[config.mk]
export PLATFORM = sky130hd
export DESIGN_NAME = ansi_text_console_engine_top_flat
export DESIGN_NICKNAME = d
export VERILOG_FILES = /design/src/sv/atc_pkg.sv /design/src/sv/atc_if.sv /design/src/sv/atc_front.sv /design/src/sv/atc_back.sv /design/src/sv/ansi_text_console_engine_top.sv /design/src/flat_wrapper.sv
export SDC_FILE = /design/constraint.sdc
export NUM_CORES = 1
export LEC_CHECK = 0
export ABC_AREA = 1
export BUFFER_PORTS_ARGS = -buffer_cell sky130_fd_sc_hd__buf_4
export CAP_MARGIN = 20
export CORE_MARGIN = 1
export CORE_UTILIZATION = 52
export CTS_CLUSTER_SIZE = 28
export DETAILED_ROUTE_END_ITERATION = 16
export GPL_ROUTABILITY_DRIVEN = 0
export PLACE_DENSITY_LB_ADDON = 0.3
export SLEW_MARGIN = 30
export SYNTH_ARGS = -nofsm -noshare
export SYNTH_HDL_FRONTEND = slang
export SYNTH_SLANG_ARGS = --single-unit
[constraint.sdc]
create_clock -name clk -period 4 [get_ports clk]
set_clock_uncertainty 0.2 [all_clocks]
set_input_delay 1 -clock clk [delete_from_list [all_inputs] [get_ports clk]]
set_output_delay 1 -clock clk [all_outputs]
set_load 0.02 [all_outputs]
[src/sv/atc_pkg.sv]
`timescale 1ns / 1ps
`default_nettype none
// ----------------------------------------------------------------------------
// atc_pkg
// Shared codes, byte constants and the queue item type of the text console.
// ----------------------------------------------------------------------------
package atc_pkg;

  // request types on the input channel
  localparam logic [1:0] REQ_CHAR  = 2'd0;
  localparam logic [1:0] REQ_BLINK = 2'd1;
  localparam logic [1:0] REQ_CLEAR = 2'd2;
  localparam logic [1:0] REQ_NONE  = 2'd3;

  // output commands
  localparam logic [1:0] CMD_DRAW   = 2'd0;
  localparam logic [1:0] CMD_FILL   = 2'd1;
  localparam logic [1:0] CMD_SCROLL = 2'd2;
  localparam logic [1:0] CMD_CLEAR  = 2'd3;

  // configuration register indexes
  localparam int CFG_INDEX_W = 1;
  localparam int CFG_DATA_W  = 8;
  localparam logic [CFG_INDEX_W-1:0] CFG_COLUMNS = 1'd0;
  localparam logic [CFG_INDEX_W-1:0] CFG_ROWS    = 1'd1;

  localparam logic [7:0] COLUMNS_RESET = 8'd80;
  localparam logic [7:0] ROWS_RESET    = 8'd25;

  // byte codes
  localparam logic [7:0] CH_BS         = 8'h08;
  localparam logic [7:0] CH_TAB        = 8'h09;
  localparam logic [7:0] CH_LF         = 8'h0A;
  localparam logic [7:0] CH_CR         = 8'h0D;
  localparam logic [7:0] CH_ESC        = 8'h1B;
  localparam logic [7:0] CH_SPACE      = 8'h20;
  localparam logic [7:0] CH_ZERO       = 8'h30;
  localparam logic [7:0] CH_NINE       = 8'h39;
  localparam logic [7:0] CH_LBRACKET   = 8'h5B;
  localparam logic [7:0] CH_UNDERSCORE = 8'h5F;
  localparam logic [7:0] CH_M          = 8'h6D;

  // select graphic rendition numbers
  localparam int SGR_FG_LO   = 30;
  localparam int SGR_FG_HI   = 37;
  localparam int SGR_BG_LO   = 40;
  localparam int SGR_BG_HI   = 47;
  localparam int ESC_NUM_MAX = 1023;
  localparam int ESC_NUM_W   = 10;

  localparam logic [2:0] FORE_RESET = 3'd7;
  localparam logic [2:0] BACK_RESET = 3'd0;

  localparam int TAB_STOP        = 4;
  localparam int BLINK_W         = 6;
  localparam int BLINK_TICKS_DEF = 50;
  localparam int QUEUE_DEPTH     = 4;

  typedef enum logic [2:0] {
    OP_TEXT,
    OP_ESC,
    OP_LF,
    OP_CR,
    OP_BS,
    OP_TAB,
    OP_BLINK,
    OP_CLEAR
  } op_kind_t;

  typedef struct packed {
    op_kind_t   kind;
    logic [7:0] code;
  } op_t;

endpackage
`default_nettype wire

[src/sv/atc_if.sv]
`timescale 1ns / 1ps
`default_nettype none
// ----------------------------------------------------------------------------
// atc_req_if / atc_cmd_if
// Valid/ready channels for console requests and cell commands.
// ----------------------------------------------------------------------------
interface atc_req_if;
  logic       valid;
  logic       ready;
  logic [1:0] req_type;
  logic [7:0] char_code;

  modport source(output valid, req_type, char_code, input ready);
  modport sink(input valid, req_type, char_code, output ready);
endinterface

interface atc_cmd_if;
  logic       valid;
  logic       ready;
  logic [1:0] command;
  logic [7:0] glyph;
  logic [7:0] cell_col;
  logic [7:0] cell_row;
  logic [2:0] fore_index;
  logic [2:0] back_index;
  logic       last_of_run;

  modport source(output valid, command, glyph, cell_col, cell_row, fore_index,
                 back_index, last_of_run, input ready);
  modport sink(input valid, command, glyph, cell_col, cell_row, fore_index,
               back_index, last_of_run, output ready);
endinterface
`default_nettype wire

[src/sv/atc_front.sv]
`timescale 1ns / 1ps
`default_nettype none
// ----------------------------------------------------------------------------
// atc_front
// Accepts requests, classifies bytes and queues ops for the executor.
// ----------------------------------------------------------------------------
module atc_front (
  input  wire logic       clk,
  input  wire logic       rst,
  atc_req_if.sink         req_chan,
  output atc_pkg::op_t    q_op,
  output logic            q_valid,
  input  wire logic       q_pop
);
  import atc_pkg::*;

  localparam int PTR_W = (QUEUE_DEPTH > 1) ? $clog2(QUEUE_DEPTH) : 1;
  localparam int CNT_W = $clog2(QUEUE_DEPTH + 1);

  op_t              mem [QUEUE_DEPTH];
  logic [PTR_W-1:0] wr_ptr;
  logic [PTR_W-1:0] rd_ptr;
  logic [CNT_W-1:0] count;

  op_t  in_op;
  logic accept;
  logic push;
  logic pop;

  always_comb begin
    in_op.code = req_chan.char_code;
    unique case (req_chan.req_type)
      REQ_CHAR: begin
        unique case (req_chan.char_code)
          CH_ESC:  in_op.kind = OP_ESC;
          CH_LF:   in_op.kind = OP_LF;
          CH_CR:   in_op.kind = OP_CR;
          CH_BS:   in_op.kind = OP_BS;
          CH_TAB:  in_op.kind = OP_TAB;
          default: in_op.kind = OP_TEXT;
        endcase
      end
      REQ_BLINK: in_op.kind = OP_BLINK;
      REQ_CLEAR: in_op.kind = OP_CLEAR;
      REQ_NONE:  in_op.kind = OP_TEXT;
    endcase
  end

  assign req_chan.ready = (count != CNT_W'(QUEUE_DEPTH));
  assign accept         = req_chan.valid && req_chan.ready;
  // drop the unused request type here
  assign push           = accept && (req_chan.req_type != REQ_NONE);
  assign pop            = q_pop && q_valid;

  assign q_valid = (count != '0);
  assign q_op    = mem[rd_ptr];

  always_ff @(posedge clk) begin
    if (rst) begin
      wr_ptr <= '0;
      rd_ptr <= '0;
      count  <= '0;
    end else begin
      if (push) begin
        wr_ptr <= (wr_ptr == PTR_W'(QUEUE_DEPTH - 1)) ? '0 : wr_ptr + PTR_W'(1);
      end
      if (pop) begin
        rd_ptr <= (rd_ptr == PTR_W'(QUEUE_DEPTH - 1)) ? '0 : rd_ptr + PTR_W'(1);
      end
      unique case ({push, pop})
        2'b10:   count <= count + CNT_W'(1);
        2'b01:   count <= count - CNT_W'(1);
        default: count <= count;
      endcase
    end
  end

  always_ff @(posedge clk) begin
    if (push) begin
      mem[wr_ptr] <= in_op;
    end
  end

`ifndef SYNTHESIS
  a_count_bound: assert property (@(posedge clk) disable iff (rst)
    count <= CNT_W'(QUEUE_DEPTH))
    else $error("queue count beyond depth");
  a_push_tracks: assert property (@(posedge clk) disable iff (rst)
    (push && !pop) |=> (count == $past(count) + CNT_W'(1)))
    else $error("queue count missed a push");
  a_no_pop_empty: assert property (@(posedge clk) disable iff (rst)
    q_pop |-> q_valid)
    else $error("pop from empty queue");
`endif

endmodule
`default_nettype wire

[src/sv/atc_back.sv]
`timescale 1ns / 1ps
`default_nettype none
// ----------------------------------------------------------------------------
// atc_back
// Executes queued ops: cursor, colors, escape parser, blink, and emits cell
// commands through a registered output stage, one per cycle unless it stalls.
// ----------------------------------------------------------------------------
module atc_back #(
  parameter int BLINK_TICKS = atc_pkg::BLINK_TICKS_DEF
) (
  input  wire logic                               clk,
  input  wire logic                               rst,
  input  wire logic                               cfg_we,
  input  wire logic [atc_pkg::CFG_INDEX_W-1:0]    cfg_index,
  input  wire logic [atc_pkg::CFG_DATA_W-1:0]     cfg_data,
  input  wire atc_pkg::op_t                       q_op,
  input  wire logic                               q_valid,
  output logic                                    q_pop,
  atc_cmd_if.source                               cmd_chan
);
  import atc_pkg::*;

  typedef enum logic [1:0] {ESC_TEXT, ESC_SEEN, ESC_CSI} esc_mode_t;
  typedef enum logic [1:0] {PH_IDLE, PH_PRINT, PH_TAB, PH_BS} phase_t;

  logic [7:0] text_columns;
  logic [7:0] text_rows;

  phase_t                 phase, phase_next;
  esc_mode_t              esc_mode, esc_mode_next;
  logic [ESC_NUM_W-1:0]   esc_num, esc_num_next;
  logic [2:0]             fore, fore_next;
  logic [2:0]             back, back_next;
  logic [7:0]             col, col_next;
  logic [7:0]             line, line_next;
  logic                   shown, shown_next;
  logic [BLINK_W-1:0]     blink, blink_next;
  logic [2:0]             tab_left, tab_left_next;
  logic [7:0]             glyph_hold, glyph_hold_next;

  logic       out_valid;
  logic [1:0] out_cmd;
  logic [7:0] out_glyph;
  logic [7:0] out_col;
  logic [7:0] out_row;
  logic [2:0] out_fore;
  logic [2:0] out_back;
  logic       out_last;

  logic       em_valid;
  logic [1:0] em_cmd;
  logic [7:0] em_glyph;
  logic [7:0] em_col;
  logic [7:0] em_row;
  logic       em_last;

  logic       out_can;
  logic [7:0] cols_eff;
  logic [7:0] rows_last;
  logic       nl_scroll;
  logic [7:0] nl_line;
  logic       wrap;
  logic [7:0] col_s;
  logic [7:0] line_s;
  logic       scroll_s;
  logic [2:0] tab_n;
  logic       tab_end_s;
  logic       tab_end;
  logic       bs_up;
  logic [7:0] col2;
  logic [7:0] line2;
  logic       bs_second;
  logic [BLINK_W-1:0] blink_inc;
  logic [13:0]          esc_prod;
  logic [ESC_NUM_W-1:0] esc_fg_off;
  logic [ESC_NUM_W-1:0] esc_bg_off;
  logic       is_char;

  assign out_can   = !out_valid || cmd_chan.ready;
  assign cols_eff  = (text_columns == '0) ? 8'd1 : text_columns;
  assign rows_last = (text_rows == '0) ? 8'd0 : text_rows - 8'd1;

  // new line from the current position
  assign nl_scroll = !(line < rows_last);
  assign nl_line   = nl_scroll ? rows_last : line + 8'd1;

  // wrap first when the cursor sits past the last column
  assign wrap     = (col >= cols_eff);
  assign col_s    = wrap ? 8'd0 : col;
  assign line_s   = wrap ? nl_line : line;
  assign scroll_s = wrap && nl_scroll;

  assign tab_n     = 3'(TAB_STOP) - {1'b0, col_s[1:0]};
  assign tab_end_s = (tab_n == 3'd1) || (({1'b0, col_s} + 9'd1) >= {1'b0, cols_eff});
  assign tab_end   = (tab_left == 3'd1) || (({1'b0, col} + 9'd1) >= {1'b0, cols_eff});

  assign bs_up     = (col == '0) && (line != '0);
  assign col2      = bs_up ? cols_eff : col;
  assign line2     = bs_up ? line - 8'd1 : line;
  assign bs_second = (col2 != '0);

  assign blink_inc = blink + BLINK_W'(1);

  // digit character codes carry their value in the low nibble
  assign esc_prod   = {1'b0, esc_num, 3'b000} + {3'b000, esc_num, 1'b0}
                    + {10'd0, q_op.code[3:0]};
  assign esc_fg_off = esc_num - ESC_NUM_W'(SGR_FG_LO);
  assign esc_bg_off = esc_num - ESC_NUM_W'(SGR_BG_LO);

  assign is_char = (q_op.kind != OP_BLINK) && (q_op.kind != OP_CLEAR);

  always_comb begin
    phase_next      = phase;
    esc_mode_next   = esc_mode;
    esc_num_next    = esc_num;
    fore_next       = fore;
    back_next       = back;
    col_next        = col;
    line_next       = line;
    shown_next      = shown;
    blink_next      = blink;
    tab_left_next   = tab_left;
    glyph_hold_next = glyph_hold;
    q_pop           = 1'b0;
    em_valid        = 1'b0;
    em_cmd          = CMD_DRAW;
    em_glyph        = CH_SPACE;
    em_col          = col;
    em_row          = line;
    em_last         = 1'b1;

    if (phase != PH_IDLE) begin
      if (out_can) begin
        em_valid = 1'b1;
        unique case (phase)
          PH_PRINT: begin
            em_glyph   = glyph_hold;
            col_next   = col + 8'd1;
            phase_next = PH_IDLE;
          end
          PH_TAB: begin
            em_last       = tab_end;
            col_next      = col + 8'd1;
            tab_left_next = tab_left - 3'd1;
            phase_next    = tab_end ? PH_IDLE : PH_TAB;
          end
          PH_BS: begin
            phase_next = PH_IDLE;
          end
          default: begin
            phase_next = PH_IDLE;
          end
        endcase
      end
    end else if (q_valid && out_can) begin
      q_pop = 1'b1;
      priority if (is_char && (esc_mode != ESC_TEXT)) begin
        // swallow escape bytes
        priority if (esc_mode == ESC_SEEN && q_op.code == CH_LBRACKET) begin
          esc_mode_next = ESC_CSI;
          esc_num_next  = '0;
        end else if (esc_mode == ESC_CSI && q_op.code >= CH_ZERO
                     && q_op.code <= CH_NINE) begin
          esc_num_next = (esc_prod > 14'(ESC_NUM_MAX)) ? ESC_NUM_W'(ESC_NUM_MAX)
                                                        : esc_prod[ESC_NUM_W-1:0];
        end else begin
          esc_mode_next = ESC_TEXT;
          if (esc_mode == ESC_CSI && q_op.code == CH_M) begin
            // other numbers leave the colors alone
            if (esc_num == '0) begin
              fore_next = FORE_RESET;
              back_next = BACK_RESET;
            end else if (esc_num >= ESC_NUM_W'(SGR_FG_LO)
                         && esc_num <= ESC_NUM_W'(SGR_FG_HI)) begin
              fore_next = esc_fg_off[2:0];
            end else if (esc_num >= ESC_NUM_W'(SGR_BG_LO)
                         && esc_num <= ESC_NUM_W'(SGR_BG_HI)) begin
              back_next = esc_bg_off[2:0];
            end
          end
        end
      end else begin
        unique case (q_op.kind)
          OP_ESC: begin
            esc_mode_next = ESC_SEEN;
          end
          OP_LF: begin
            col_next  = '0;
            line_next = nl_line;
            if (nl_scroll) begin
              em_valid = 1'b1;
              em_cmd   = CMD_SCROLL;
              em_glyph = '0;
              em_col   = '0;
              em_row   = rows_last;
            end
          end
          OP_CR: begin
            col_next = '0;
          end
          OP_BS: begin
            line_next = line2;
            col_next  = bs_second ? col2 - 8'd1 : col2;
            if (shown) begin
              // redraw the cursor cell, then the step-back cell
              em_valid = 1'b1;
              em_last  = !bs_second;
              if (bs_second) begin
                phase_next = PH_BS;
              end
            end else if (bs_second) begin
              em_valid = 1'b1;
              em_col   = col2 - 8'd1;
              em_row   = line2;
            end
          end
          OP_TAB: begin
            em_valid = 1'b1;
            if (scroll_s) begin
              em_cmd        = CMD_SCROLL;
              em_glyph      = '0;
              em_col        = '0;
              em_row        = rows_last;
              em_last       = 1'b0;
              col_next      = '0;
              line_next     = rows_last;
              tab_left_next = 3'(TAB_STOP);
              phase_next    = PH_TAB;
            end else begin
              em_col        = col_s;
              em_row        = line_s;
              em_last       = tab_end_s;
              col_next      = col_s + 8'd1;
              line_next     = line_s;
              tab_left_next = tab_n - 3'd1;
              phase_next    = tab_end_s ? PH_IDLE : PH_TAB;
            end
          end
          OP_TEXT: begin
            em_valid = 1'b1;
            if (scroll_s) begin
              em_cmd          = CMD_SCROLL;
              em_glyph        = '0;
              em_col          = '0;
              em_row          = rows_last;
              em_last         = 1'b0;
              col_next        = '0;
              line_next       = rows_last;
              glyph_hold_next = q_op.code;
              phase_next      = PH_PRINT;
            end else begin
              em_glyph  = q_op.code;
              em_col    = col_s;
              em_row    = line_s;
              col_next  = col_s + 8'd1;
              line_next = line_s;
            end
          end
          OP_BLINK: begin
            if (blink_inc >= BLINK_W'(BLINK_TICKS)) begin
              blink_next = '0;
              em_valid   = 1'b1;
              shown_next = !shown;
              if (shown) begin
                em_cmd   = CMD_FILL;
                em_glyph = '0;
              end else begin
                em_glyph = CH_UNDERSCORE;
              end
            end else begin
              blink_next = blink_inc;
            end
          end
          OP_CLEAR: begin
            col_next  = '0;
            line_next = '0;
            em_valid  = 1'b1;
            em_cmd    = CMD_CLEAR;
            em_glyph  = '0;
            em_col    = '0;
            em_row    = '0;
          end
        endcase
      end
    end
  end

  always_ff @(posedge clk) begin
    if (rst) begin
      text_columns <= COLUMNS_RESET;
      text_rows    <= ROWS_RESET;
      phase        <= PH_IDLE;
      esc_mode     <= ESC_TEXT;
      esc_num      <= '0;
      fore         <= FORE_RESET;
      back         <= BACK_RESET;
      col          <= '0;
      line         <= '0;
      shown        <= 1'b0;
      blink        <= '0;
      tab_left     <= '0;
      out_valid    <= 1'b0;
    end else begin
      if (cfg_we) begin
        unique case (cfg_index)
          CFG_COLUMNS: text_columns <= cfg_data;
          CFG_ROWS:    text_rows    <= cfg_data;
        endcase
      end
      phase    <= phase_next;
      esc_mode <= esc_mode_next;
      esc_num  <= esc_num_next;
      fore     <= fore_next;
      back     <= back_next;
      col      <= col_next;
      line     <= line_next;
      shown    <= shown_next;
      blink    <= blink_next;
      tab_left <= tab_left_next;
      if (out_can) begin
        out_valid <= em_valid;
      end
    end
    glyph_hold <= glyph_hold_next;
    if (out_can && em_valid) begin
      out_cmd   <= em_cmd;
      out_glyph <= em_glyph;
      out_col   <= em_col;
      out_row   <= em_row;
      out_fore  <= fore;
      out_back  <= back;
      out_last  <= em_last;
    end
  end

  assign cmd_chan.valid       = out_valid;
  assign cmd_chan.command     = out_cmd;
  assign cmd_chan.glyph       = out_glyph;
  assign cmd_chan.cell_col    = out_col;
  assign cmd_chan.cell_row    = out_row;
  assign cmd_chan.fore_index  = out_fore;
  assign cmd_chan.back_index  = out_back;
  assign cmd_chan.last_of_run = out_last;

`ifndef SYNTHESIS
  a_pop_idle: assert property (@(posedge clk) disable iff (rst)
    q_pop |-> (phase == PH_IDLE))
    else $error("op taken while a run is in progress");
  a_tab_left: assert property (@(posedge clk) disable iff (rst)
    (phase == PH_TAB) |-> (tab_left != '0 && tab_left <= 3'(TAB_STOP)))
    else $error("tab run with no cells left");
  a_run_emits: assert property (@(posedge clk) disable iff (rst)
    (phase != PH_IDLE && out_can) |=> out_valid)
    else $error("run step gave no command");
  a_clear_shape: assert property (@(posedge clk) disable iff (rst)
    (out_valid && out_cmd == CMD_CLEAR) |-> (out_last && out_col == '0 && out_row == '0))
    else $error("clear command malformed");
`endif

endmodule
`default_nettype wire

[src/sv/ansi_text_console_engine_top.sv]
`timescale 1ns / 1ps
`default_nettype none
// An accepted item goes through the op queue and the registered output stage.
// Throughput: one item per cycle while each gives at most one command and the
// output does not stall; an item with several commands holds the executor until
// its last is sent (a tab gives up to 5); the 4-entry op queue buffers input.
// Reset: synchronous; cursor, colors, parser, blink and geometry go to their
// reset values, the queue and the output stage empty. No clearing pass.
// ----------------------------------------------------------------------------
// ansi_text_console_engine_top
// Text console: byte classifier and op queue feeding a command executor.
// ----------------------------------------------------------------------------
module ansi_text_console_engine_top #(
  parameter int BLINK_TICKS = atc_pkg::BLINK_TICKS_DEF
) (
  input  wire logic                            clk,
  input  wire logic                            rst,
  atc_req_if.sink                              req_chan,
  atc_cmd_if.source                            cmd_chan,
  input  wire logic                            cfg_we,
  input  wire logic [atc_pkg::CFG_INDEX_W-1:0] cfg_index,
  input  wire logic [atc_pkg::CFG_DATA_W-1:0]  cfg_data
);
  import atc_pkg::*;

  op_t  q_op;
  logic q_valid;
  logic q_pop;

  atc_front u_front (
    .clk      (clk),
    .rst      (rst),
    .req_chan (req_chan),
    .q_op     (q_op),
    .q_valid  (q_valid),
    .q_pop    (q_pop)
  );

  atc_back #(
    .BLINK_TICKS (BLINK_TICKS)
  ) u_back (
    .clk       (clk),
    .rst       (rst),
    .cfg_we    (cfg_we),
    .cfg_index (cfg_index),
    .cfg_data  (cfg_data),
    .q_op      (q_op),
    .q_valid   (q_valid),
    .q_pop     (q_pop),
    .cmd_chan  (cmd_chan)
  );

endmodule
`default_nettype wire

[src/flat_wrapper.sv]
// flat-port wrapper written by rule: the top's interface ports become plain ports
module ansi_text_console_engine_top_flat import atc_pkg::*;
#(
  parameter int BLINK_TICKS = atc_pkg::BLINK_TICKS_DEF
)
  (clk, rst, cfg_we, cfg_index, cfg_data, req_chan_valid, req_chan_req_type, req_chan_char_code, req_chan_ready, cmd_chan_valid, cmd_chan_command, cmd_chan_glyph, cmd_chan_cell_col, cmd_chan_cell_row, cmd_chan_fore_index, cmd_chan_back_index, cmd_chan_last_of_run, cmd_chan_ready);
  atc_req_if req_chan_i ();
  atc_cmd_if cmd_chan_i ();
  input  wire logic clk;
  input  wire logic rst;
  input  wire logic cfg_we;
  input  wire logic [atc_pkg::CFG_INDEX_W-1:0] cfg_index;
  input  wire logic [atc_pkg::CFG_DATA_W-1:0] cfg_data;
  input wire logic [$bits(req_chan_i.valid)-1:0] req_chan_valid;
  input wire logic [$bits(req_chan_i.req_type)-1:0] req_chan_req_type;
  input wire logic [$bits(req_chan_i.char_code)-1:0] req_chan_char_code;
  output wire logic [$bits(req_chan_i.ready)-1:0] req_chan_ready;
  output wire logic [$bits(cmd_chan_i.valid)-1:0] cmd_chan_valid;
  output wire logic [$bits(cmd_chan_i.command)-1:0] cmd_chan_command;
  output wire logic [$bits(cmd_chan_i.glyph)-1:0] cmd_chan_glyph;
  output wire logic [$bits(cmd_chan_i.cell_col)-1:0] cmd_chan_cell_col;
  output wire logic [$bits(cmd_chan_i.cell_row)-1:0] cmd_chan_cell_row;
  output wire logic [$bits(cmd_chan_i.fore_index)-1:0] cmd_chan_fore_index;
  output wire logic [$bits(cmd_chan_i.back_index)-1:0] cmd_chan_back_index;
  output wire logic [$bits(cmd_chan_i.last_of_run)-1:0] cmd_chan_last_of_run;
  input wire logic [$bits(cmd_chan_i.ready)-1:0] cmd_chan_ready;
  assign req_chan_i.valid = req_chan_valid;
  assign req_chan_i.req_type = req_chan_req_type;
  assign req_chan_i.char_code = req_chan_char_code;
  assign req_chan_ready = req_chan_i.ready;
  assign cmd_chan_valid = cmd_chan_i.valid;
  assign cmd_chan_command = cmd_chan_i.command;
  assign cmd_chan_glyph = cmd_chan_i.glyph;
  assign cmd_chan_cell_col = cmd_chan_i.cell_col;
  assign cmd_chan_cell_row = cmd_chan_i.cell_row;
  assign cmd_chan_fore_index = cmd_chan_i.fore_index;
  assign cmd_chan_back_index = cmd_chan_i.back_index;
  assign cmd_chan_last_of_run = cmd_chan_i.last_of_run;
  assign cmd_chan_i.ready = cmd_chan_ready;
  ansi_text_console_engine_top #(.BLINK_TICKS(BLINK_TICKS)) u_core (.clk(clk), .rst(rst), .req_chan(req_chan_i), .cmd_chan(cmd_chan_i), .cfg_we(cfg_we), .cfg_index(cfg_index), .cfg_data(cfg_data));
endmodule
======== Yosys cells after proc, flatten, opt, wreduce, memory -nomap -nowiden ========
Memories as Yosys holds them, arrays and structs flattened. A register that Yosys moved wholly into a read port is not among the register bits.
Index checks and enable logic that the tools add are counted.
cells by class
  add/sub/neg operators ................... 20
  order comparisons ....................... 12
  equality and inequality tests ........... 40
  mux-type cells .......................... 109
  bitwise operators ....................... 6
  reduce and logical (&&, ||, !) cells .... 61
operators with widths
  operator                                               count
  two-way mux 8 bit                                      34
  case mux 8 bit (4 select lines)                        3
  two-way mux 2 bit                                      21
  case mux 8 bit (5 select lines)                        1
  two-way mux 3 bit                                      12
  == test 8 x 4 -> 1 bit (second input constant)         4
  two-way mux 10 bit                                     3
  adder 8 x 1 -> 8 bit (second input constant)           3
  logical NOT 8 bit                                      3
  case mux 8 bit (3 select lines)                        1
  subtractor 8 x 1 -> 8 bit (second input constant)      3
  two-way mux 1 bit                                      22
  != test 3 bit (second input constant)                  7
  <= comparator 10 x 6 -> 1 bit (second input constant)  2
  AND reduction 5 bit                                    4
  adder 8 x 1 -> 9 bit (second input constant)           2
  >= comparator 9 x 8 -> 1 bit                           2
  two-way mux 6 bit                                      3
  nonzero test 2 bit                                     9
  == test 8 x 7 -> 1 bit (second input constant)         2
  AND reduction 4 bit                                    4
  nonzero test 8 bit                                     2
  logical AND 1 bit                                      15
  case mux 3 bit (5 select lines)                        1
  other kinds (44)                                       85
word-level totals
  register bits after elaboration ......... 111
  RAM bits ................................ 44
  input port bits ......................... 24
  output and inout bits ................... 35
  logic and storage cells ................. 273
  memories ................................ 1
memories
  name                depth  width  read ports  clocked after memory_dff  wr ports  line             text
  u_core.u_front.mem  4      11     1           1                         1         atc_front.sv:20  op_t mem [QUEUE_DEPTH];

======== Longest topological paths before layout ========
  word-level depth ........................ 13
  gate-level depth with buffers ........... 31
  depth with buffers taken out ............ 30

======== Cells and area by module ========
A second synthesis with hierarchy kept.
unflattened totals
  cell total of the unflattened synthesis .. 1375
  area total of the unflattened synthesis .. 10482.6 µm²
by module, submodules not included
  module     times used  cells each  area an instance (µm²)  seq. area each (µm²)
  atc_back   1           1164        8145.3                  2492.4
  atc_front  1           211         2337.2                  1501.4

======== Worst setup path after synthesis ========
No wires, ideal clock.
  kind .................................... register to register
  start point ............................. register u_core.u_back.text_columns[4]
  end point ............................... register u_core.u_back.out_last (netlist: u_core.u_back.cmd_chan.last_of_run), data pin
  library setup time ...................... 0.265 ns
  data arrival time ....................... 3.486 ns
  required time ........................... 3.535 ns
  path slack .............................. 0.049 ns
  stages on the path, launching flop included .. 26
  path buffers ............................ 1
  clock period less this slack ............ 3.951 ns
  cell sequence ........................... dfxtp_1 > inv_1 > nand3_1 > o21bai_1 > ha_1 > inv_1 > a21boi_0 > o21bai_1 > nand2_1 > nand2_1 > nand2_1 > clkbuf_1 > nor2_1 > ha_1 > nand4_1 > nor2_1 > xor2_1 > ha_1 > a21oi_1 > o221ai_1 > nand2_1 > nand2_1 > nand2_1 > o311ai_0 > nand3_1 > a31oi_1
on the way
  longest elaborated chain between the ends .. 12
  elaborated cells on any way between the ends .. 24
  classes of those cells .................. 2 x add/sub; 3 x order compare; 1 x eq/ne; 12 x mux; 6 x reduce/logical
ends and longest elaborated chain
  item                                                                           line                            text
  start: declaration                                                             atc_back.sv:26                  logic [7:0] text_columns;
  start signal: assignment                                                       atc_back.sv:306                 CFG_COLUMNS: text_columns <= cfg_data;
  logical NOT 8 bit                                                              atc_back.sv:80                  assign cols_eff = (text_columns == '0) ? 8'd1 : text_columns;
  two-way mux 8 bit *                                                            atc_back.sv:80
  >= comparator 8 bit                                                            atc_back.sv:88                  assign wrap = (col >= cols_eff);
  two-way mux 8 bit                                                              atc_back.sv:89                  assign col_s = wrap ? 8'd0 : col;
  adder 8 x 1 -> 9 bit / subtractor 3 x 2 -> 3 bit (equally long branches)       atc_back.sv:94, atc_back.sv:93
  >= comparator 9 x 8 -> 1 bit / == test 3 x 1 -> 1 bit (equally long branches)  atc_back.sv:94                  assign tab_end_s = (tab_n == 3'd1) || (({1'b0, col_s} + 9'd1) >= {1'b0, cols_eff});
  logical OR 1 bit                                                               atc_back.sv:94
  two-way mux 1 bit                                                              atc_back.sv:219                 if (scroll_s) begin
  case mux 1 bit (3 select lines)                                                atc_back.sv:183                 unique case (q_op.kind)
  two-way mux 1 bit                                                              atc_back.sv:157                 priority if (is_char && (esc_mode != ESC_TEXT)) begin
  two-way mux 1 bit                                                              atc_back.sv:155                 end else if (q_valid && out_can) begin
  two-way mux 1 bit *                                                            atc_back.sv:132                 if (phase != PH_IDLE) begin
  named net u_core.u_back.em_last                                                atc_back.sv:55                  logic em_last;
  end signal: assignment                                                         atc_back.sv:332                 out_last <= em_last;
  end: declaration                                                               atc_back.sv:48                  logic out_last;
The timed path passes the listed nets; every way through them passes the cells marked *.
A chain may end at the register's enable or synchronous reset.

======== Worst setup path after layout ========
  start point ............................. register u_core.u_back.text_columns[3]
  end point ............................... register u_core.u_back.phase[1]
on the way
  longest elaborated chain between the ends .. 13
  elaborated cells on any way between the ends .. 26
  classes of those cells .................. 2 x add/sub; 3 x order compare; 3 x eq/ne; 12 x mux; 6 x reduce/logical
ends and longest elaborated chain
  item                                                                           line                            text
  logical NOT 8 bit                                                              atc_back.sv:80
  two-way mux 8 bit *                                                            atc_back.sv:80
  >= comparator 8 bit                                                            atc_back.sv:88
  two-way mux 8 bit                                                              atc_back.sv:89
  adder 8 x 1 -> 9 bit / subtractor 3 x 2 -> 3 bit (equally long branches)       atc_back.sv:94, atc_back.sv:93
  >= comparator 9 x 8 -> 1 bit / == test 3 x 1 -> 1 bit (equally long branches)  atc_back.sv:94
  logical OR 1 bit                                                               atc_back.sv:94
  two-way mux 2 bit                                                              atc_back.sv:236                 phase_next = tab_end_s ? PH_IDLE : PH_TAB;
  two-way mux 2 bit                                                              atc_back.sv:219
  case mux 2 bit (3 select lines)                                                atc_back.sv:183
  two-way mux 2 bit                                                              atc_back.sv:157
  two-way mux 2 bit                                                              atc_back.sv:155
  two-way mux 2 bit                                                              atc_back.sv:132
  end signal: assignment                                                         atc_back.sv:310                 phase <= phase_next;
  end: declaration                                                               atc_back.sv:29                  phase_t phase, phase_next;
Mark *: on every way between the ends. The rest lies on a longest branch, timed or not. The select of a mux whose other input is x is not followed.

==> impl_metrics.yaml <==
sta:
  finalWorstSetupSlack_ns: 0.1016
  finalHoldViolCount: 0
  rsz0062_at_grt: "true"
  fmax_mhz: 256.5
  holdWs_ns: 0.2340
  drv_slew: 0
  relSlewSlack_pct: 61.40
  post-route-min-period_ns: 3.898
  tightest_slew_ns: 0.5776
  finalSetupViolCount: 0
  tns_ns: 0
  fin_crit_sh_pct: 97.46
routing:
  vias_per_cell: 5.553
  antenna_left: 0
  drcViolationCount: 0
  drtPass1Iterations: 5
  finalWirelength_mm: 26.34
  wl_per_cell_um: 15.60
  drt_iter0_markers: 765
  vias: 9374
cts:
  cts_sinks: 157
  worstSkewPairLatency_ns: 0.44
  hold_buffers: 0
  cts_max_path_buffers: 2
  root_buffer: "clkbuf_16"
  htreeDepth: 4
  clk_pin_slew_ns: 0.07
  cts_buffers: 17
  cts_tree: "built"
critical_path:
  start_kind: "flop"
  cp_max_fo: 4
  crit_buf_inv: 2
  r2r-end: "u_core.u_back.phase[1]"
  end_kind: "flop"
  crit_arrival_ns: 4.03
  worstSetupStartpoint: "u_core.u_back.text_columns[3]"
  r2r_start: "u_core.u_back.text_columns[3]"
  worstSetupPathType: "reg -> reg"
  max_stage_delay_ns: 0.35
  cpMostUsedCell: "nand2_1"
  cpMaxStageDelayCell: "ha_1"
  rr_worst_depth: 27
  reg2reg_slack_ns: 0.10
  cp.required_ns: 4.13
  path_delay_family: "simple AND/OR/NAND/NOR gates"
finish:
  nNetsFinal: 1516
  antennaDiodeCount: 0
  largest_register_ffs: 44
  utilization_pct: 61.97
  fill_cells: 1666
  largest-register: "u_core.u_front.mem"
  layout-drive-gt1-share_pct: 13.94
  fin_cells: 1688
  reg_top3: "u_core.u_front.mem x44, u_core.u_back.esc_num x10"
  stdcell_area_um2: 11750
  syn2layout_area_growth_pct: 15.40
power_and_ir_drop:
  powerDensity_nw_per_um2: 805.6
  p_leak_nw: 5.264
  max-vdd-ir-drop_mv: 0.4060
  total_power_mw: 9.464
global_routing:
  grt.total_usage_pct: 26.86
  grt_first_pass_wirelength_mm: 42.16
  grt-ovfl-total: 0
  antenna_found_initial: 0
  grt_max_degree: 42
  top_usage_layer: "met2"
  use_met3_pct: 5.164
  grt_util_met2_pct: 45.92
  first_global_vias: 8714
  use_met1_pct: 32.56
synthesis:
  yosysSeqAreaShare_pct: 39.23
  syn_inst: 1328
  syn-num-nets: 1429
  avgSynthCellArea_um2: 7.665
  synth_cell_type_count: 59
  ys_async_sr_fraction_pct: 0
  synth_area_um2: 10180
  ys_ff_latch: 157
  ys.flop_type: "edfxtp_1"
  ys_warn_count: 0
  synth_edf_count: 85
floorplan:
  dieArea_um2: 20140
  placeableCoreArea_um2: 18960
  start_util_pct: 53.70
  die_h_um: 141.9
  io_pins: 59
  die_w_um: 141.9
  placementRows: 50
placed_design:
  io_buffers: 58
  dpl.hpwl_mm: 19.29
  placed_cells: 1650
  place_ws_ns: 0.001321
  place_area_um2: 11050
run:
  maxCapViolations: 0
hold_path:
  min-delay-start: "u_core.u_back.back[2]"
  holdPathEnd: "u_core.u_back.cmd_chan.back_index[2]"
  worstHoldPathCells: 0
  min_path_type: "reg -> reg"
status:
  status: "completed"
placed cells by master (no fill, tap or decap), types with 6 or more instances in the layout:
cell	synthesis	routed
xnor2_1	8	8
o22ai_1	10	10
buf_4	3	100
nand2_1	293	290
inv_2	10	17
clkbuf_16	0	19
edfxtp_1	85	85
o211ai_1	17	17
a31oi_1	6	6
nor3_1	22	22
ha_1	74	73
dfxtp_1	72	68
o21ai_1	6	6
a211oi_1	7	6
xor2_1	24	24
o21ai_0	75	75
nand4_1	12	12
a21oi_1	99	98
nand2_2	7	9
nor2_1	115	112
nor2_4	6	8
nand2_4	5	6
nand3_1	109	109
inv_1	176	169
final cells by class:
| type | instances | area [um2] | share of cell area (%) |
|---|---|---|---|
| Timing Repair Buffer | 100 | 750.7 | 6.390 |
| Clock buffer | 21 | 486.7 | 4.143 |
| Multi-Input combinational cell | 948 | 5373 | 45.73 |
| Tap cell | 260 | 325.3 | 2.769 |
| Inverter | 191 | 721.9 | 6.145 |
| Sequential cell | 157 | 3999 | 34.04 |
| Clock inverter | 11 | 91.34 | 0.7775 |
logic make-up after synthesis:
kind of cell	after synthesis	synth area share, %
compound gates	252	14.45
buf+inv	223	8.665
xor+xnor	32	2.753
simple gates	587	25.21
flops	157	39.23
fa+ha+maj	77	9.685
metal layers:
| layer | routed length [um] | vias to the layer above | share of wire, % |
|---|---|---|---|
| met5 | 0 | - | 0 |
| met1 | 11010 | 4292 | 42 |
| met3 | 1762 | 81 | 6.7 |
| li1 | - | 4623 | - |
| met2 | 12680 | 378 | 48 |
| met4 | 887 | 0 | 3.4 |
where the power goes:
group          total (mW)  leakage (nW)  switching, mW  internal, mW
Sequential           2.41          1.38          0.246          2.17
Combinational        5.44          3.60           3.70          1.74
Clock                1.61         0.289          0.717         0.894
worst register-to-register path: cells and delay by family, from the launching register on:
family,cells,cell delay [ns]
fa+ha+maj,3,0.78
buf+inv,2,0.13
compound gates,5,0.65
xor+xnor,1,0.11
simple gates,16,1.61
flops,1,0.33
synthesized netlist by cell type (3+ instances only):
cell type / instances / area share [%]
nand2_1: 293 / 11
inv_1: 176 / 6.5
nor2_1: 115 / 4.2
nand3_1: 109 / 5.4
a21oi_1: 99 / 4.9
edfxtp_1: 85 / 25
o21ai_0: 75 / 3.7
ha_1: 74 / 9.1
dfxtp_1: 72 / 14
xor2_1: 24 / 2.1
nor3_1: 22 / 1.1
o211ai_1: 17 / 1.3
clkbuf_1: 16 / 0.59
nand4_1: 12 / 0.74
buf_2: 11 / 0.54
inv_2: 10 / 0.37
o22ai_1: 10 / 0.61
xnor2_1: 8 / 0.69
a211oi_1: 7 / 0.52
nand2_2: 7 / 0.43
a31oi_1: 6 / 0.37
nor2_4: 6 / 0.66
o21ai_1: 6 / 0.29
nand2_4: 5 / 0.55
nor2_2: 4 / 0.25
nor4_1: 4 / 0.25
o21ai_2: 4 / 0.34
o31ai_1: 4 / 0.29
buf_4: 3 / 0.22
clkinv_1: 3 / 0.11
fa_1: 3 / 0.59
o21bai_1: 3 / 0.22
o22ai_2: 3 / 0.37
worst max-delay path by stage:
stage / endpoint / cells past startpoint
after detailed placement: u_core.u_back.phase[1] / 25
final: u_core.u_back.phase[1] / 27
after global routing: u_core.u_back.phase[1] / 27
after CTS: u_core.u_back.cmd_chan.last_of_run / 24
after floorplan: u_core.u_back.cmd_chan.last_of_run / 25
after global placement: u_core.u_back.cmd_chan.last_of_run / 24
repair_timing:
item / CTS / global route
resized for setup: 1 / 27
setup buffers: 0 / 6
pin swaps: 0 / 17
setup endpoints to repair: 2 / 2
(Power assumes the default switching activity.)
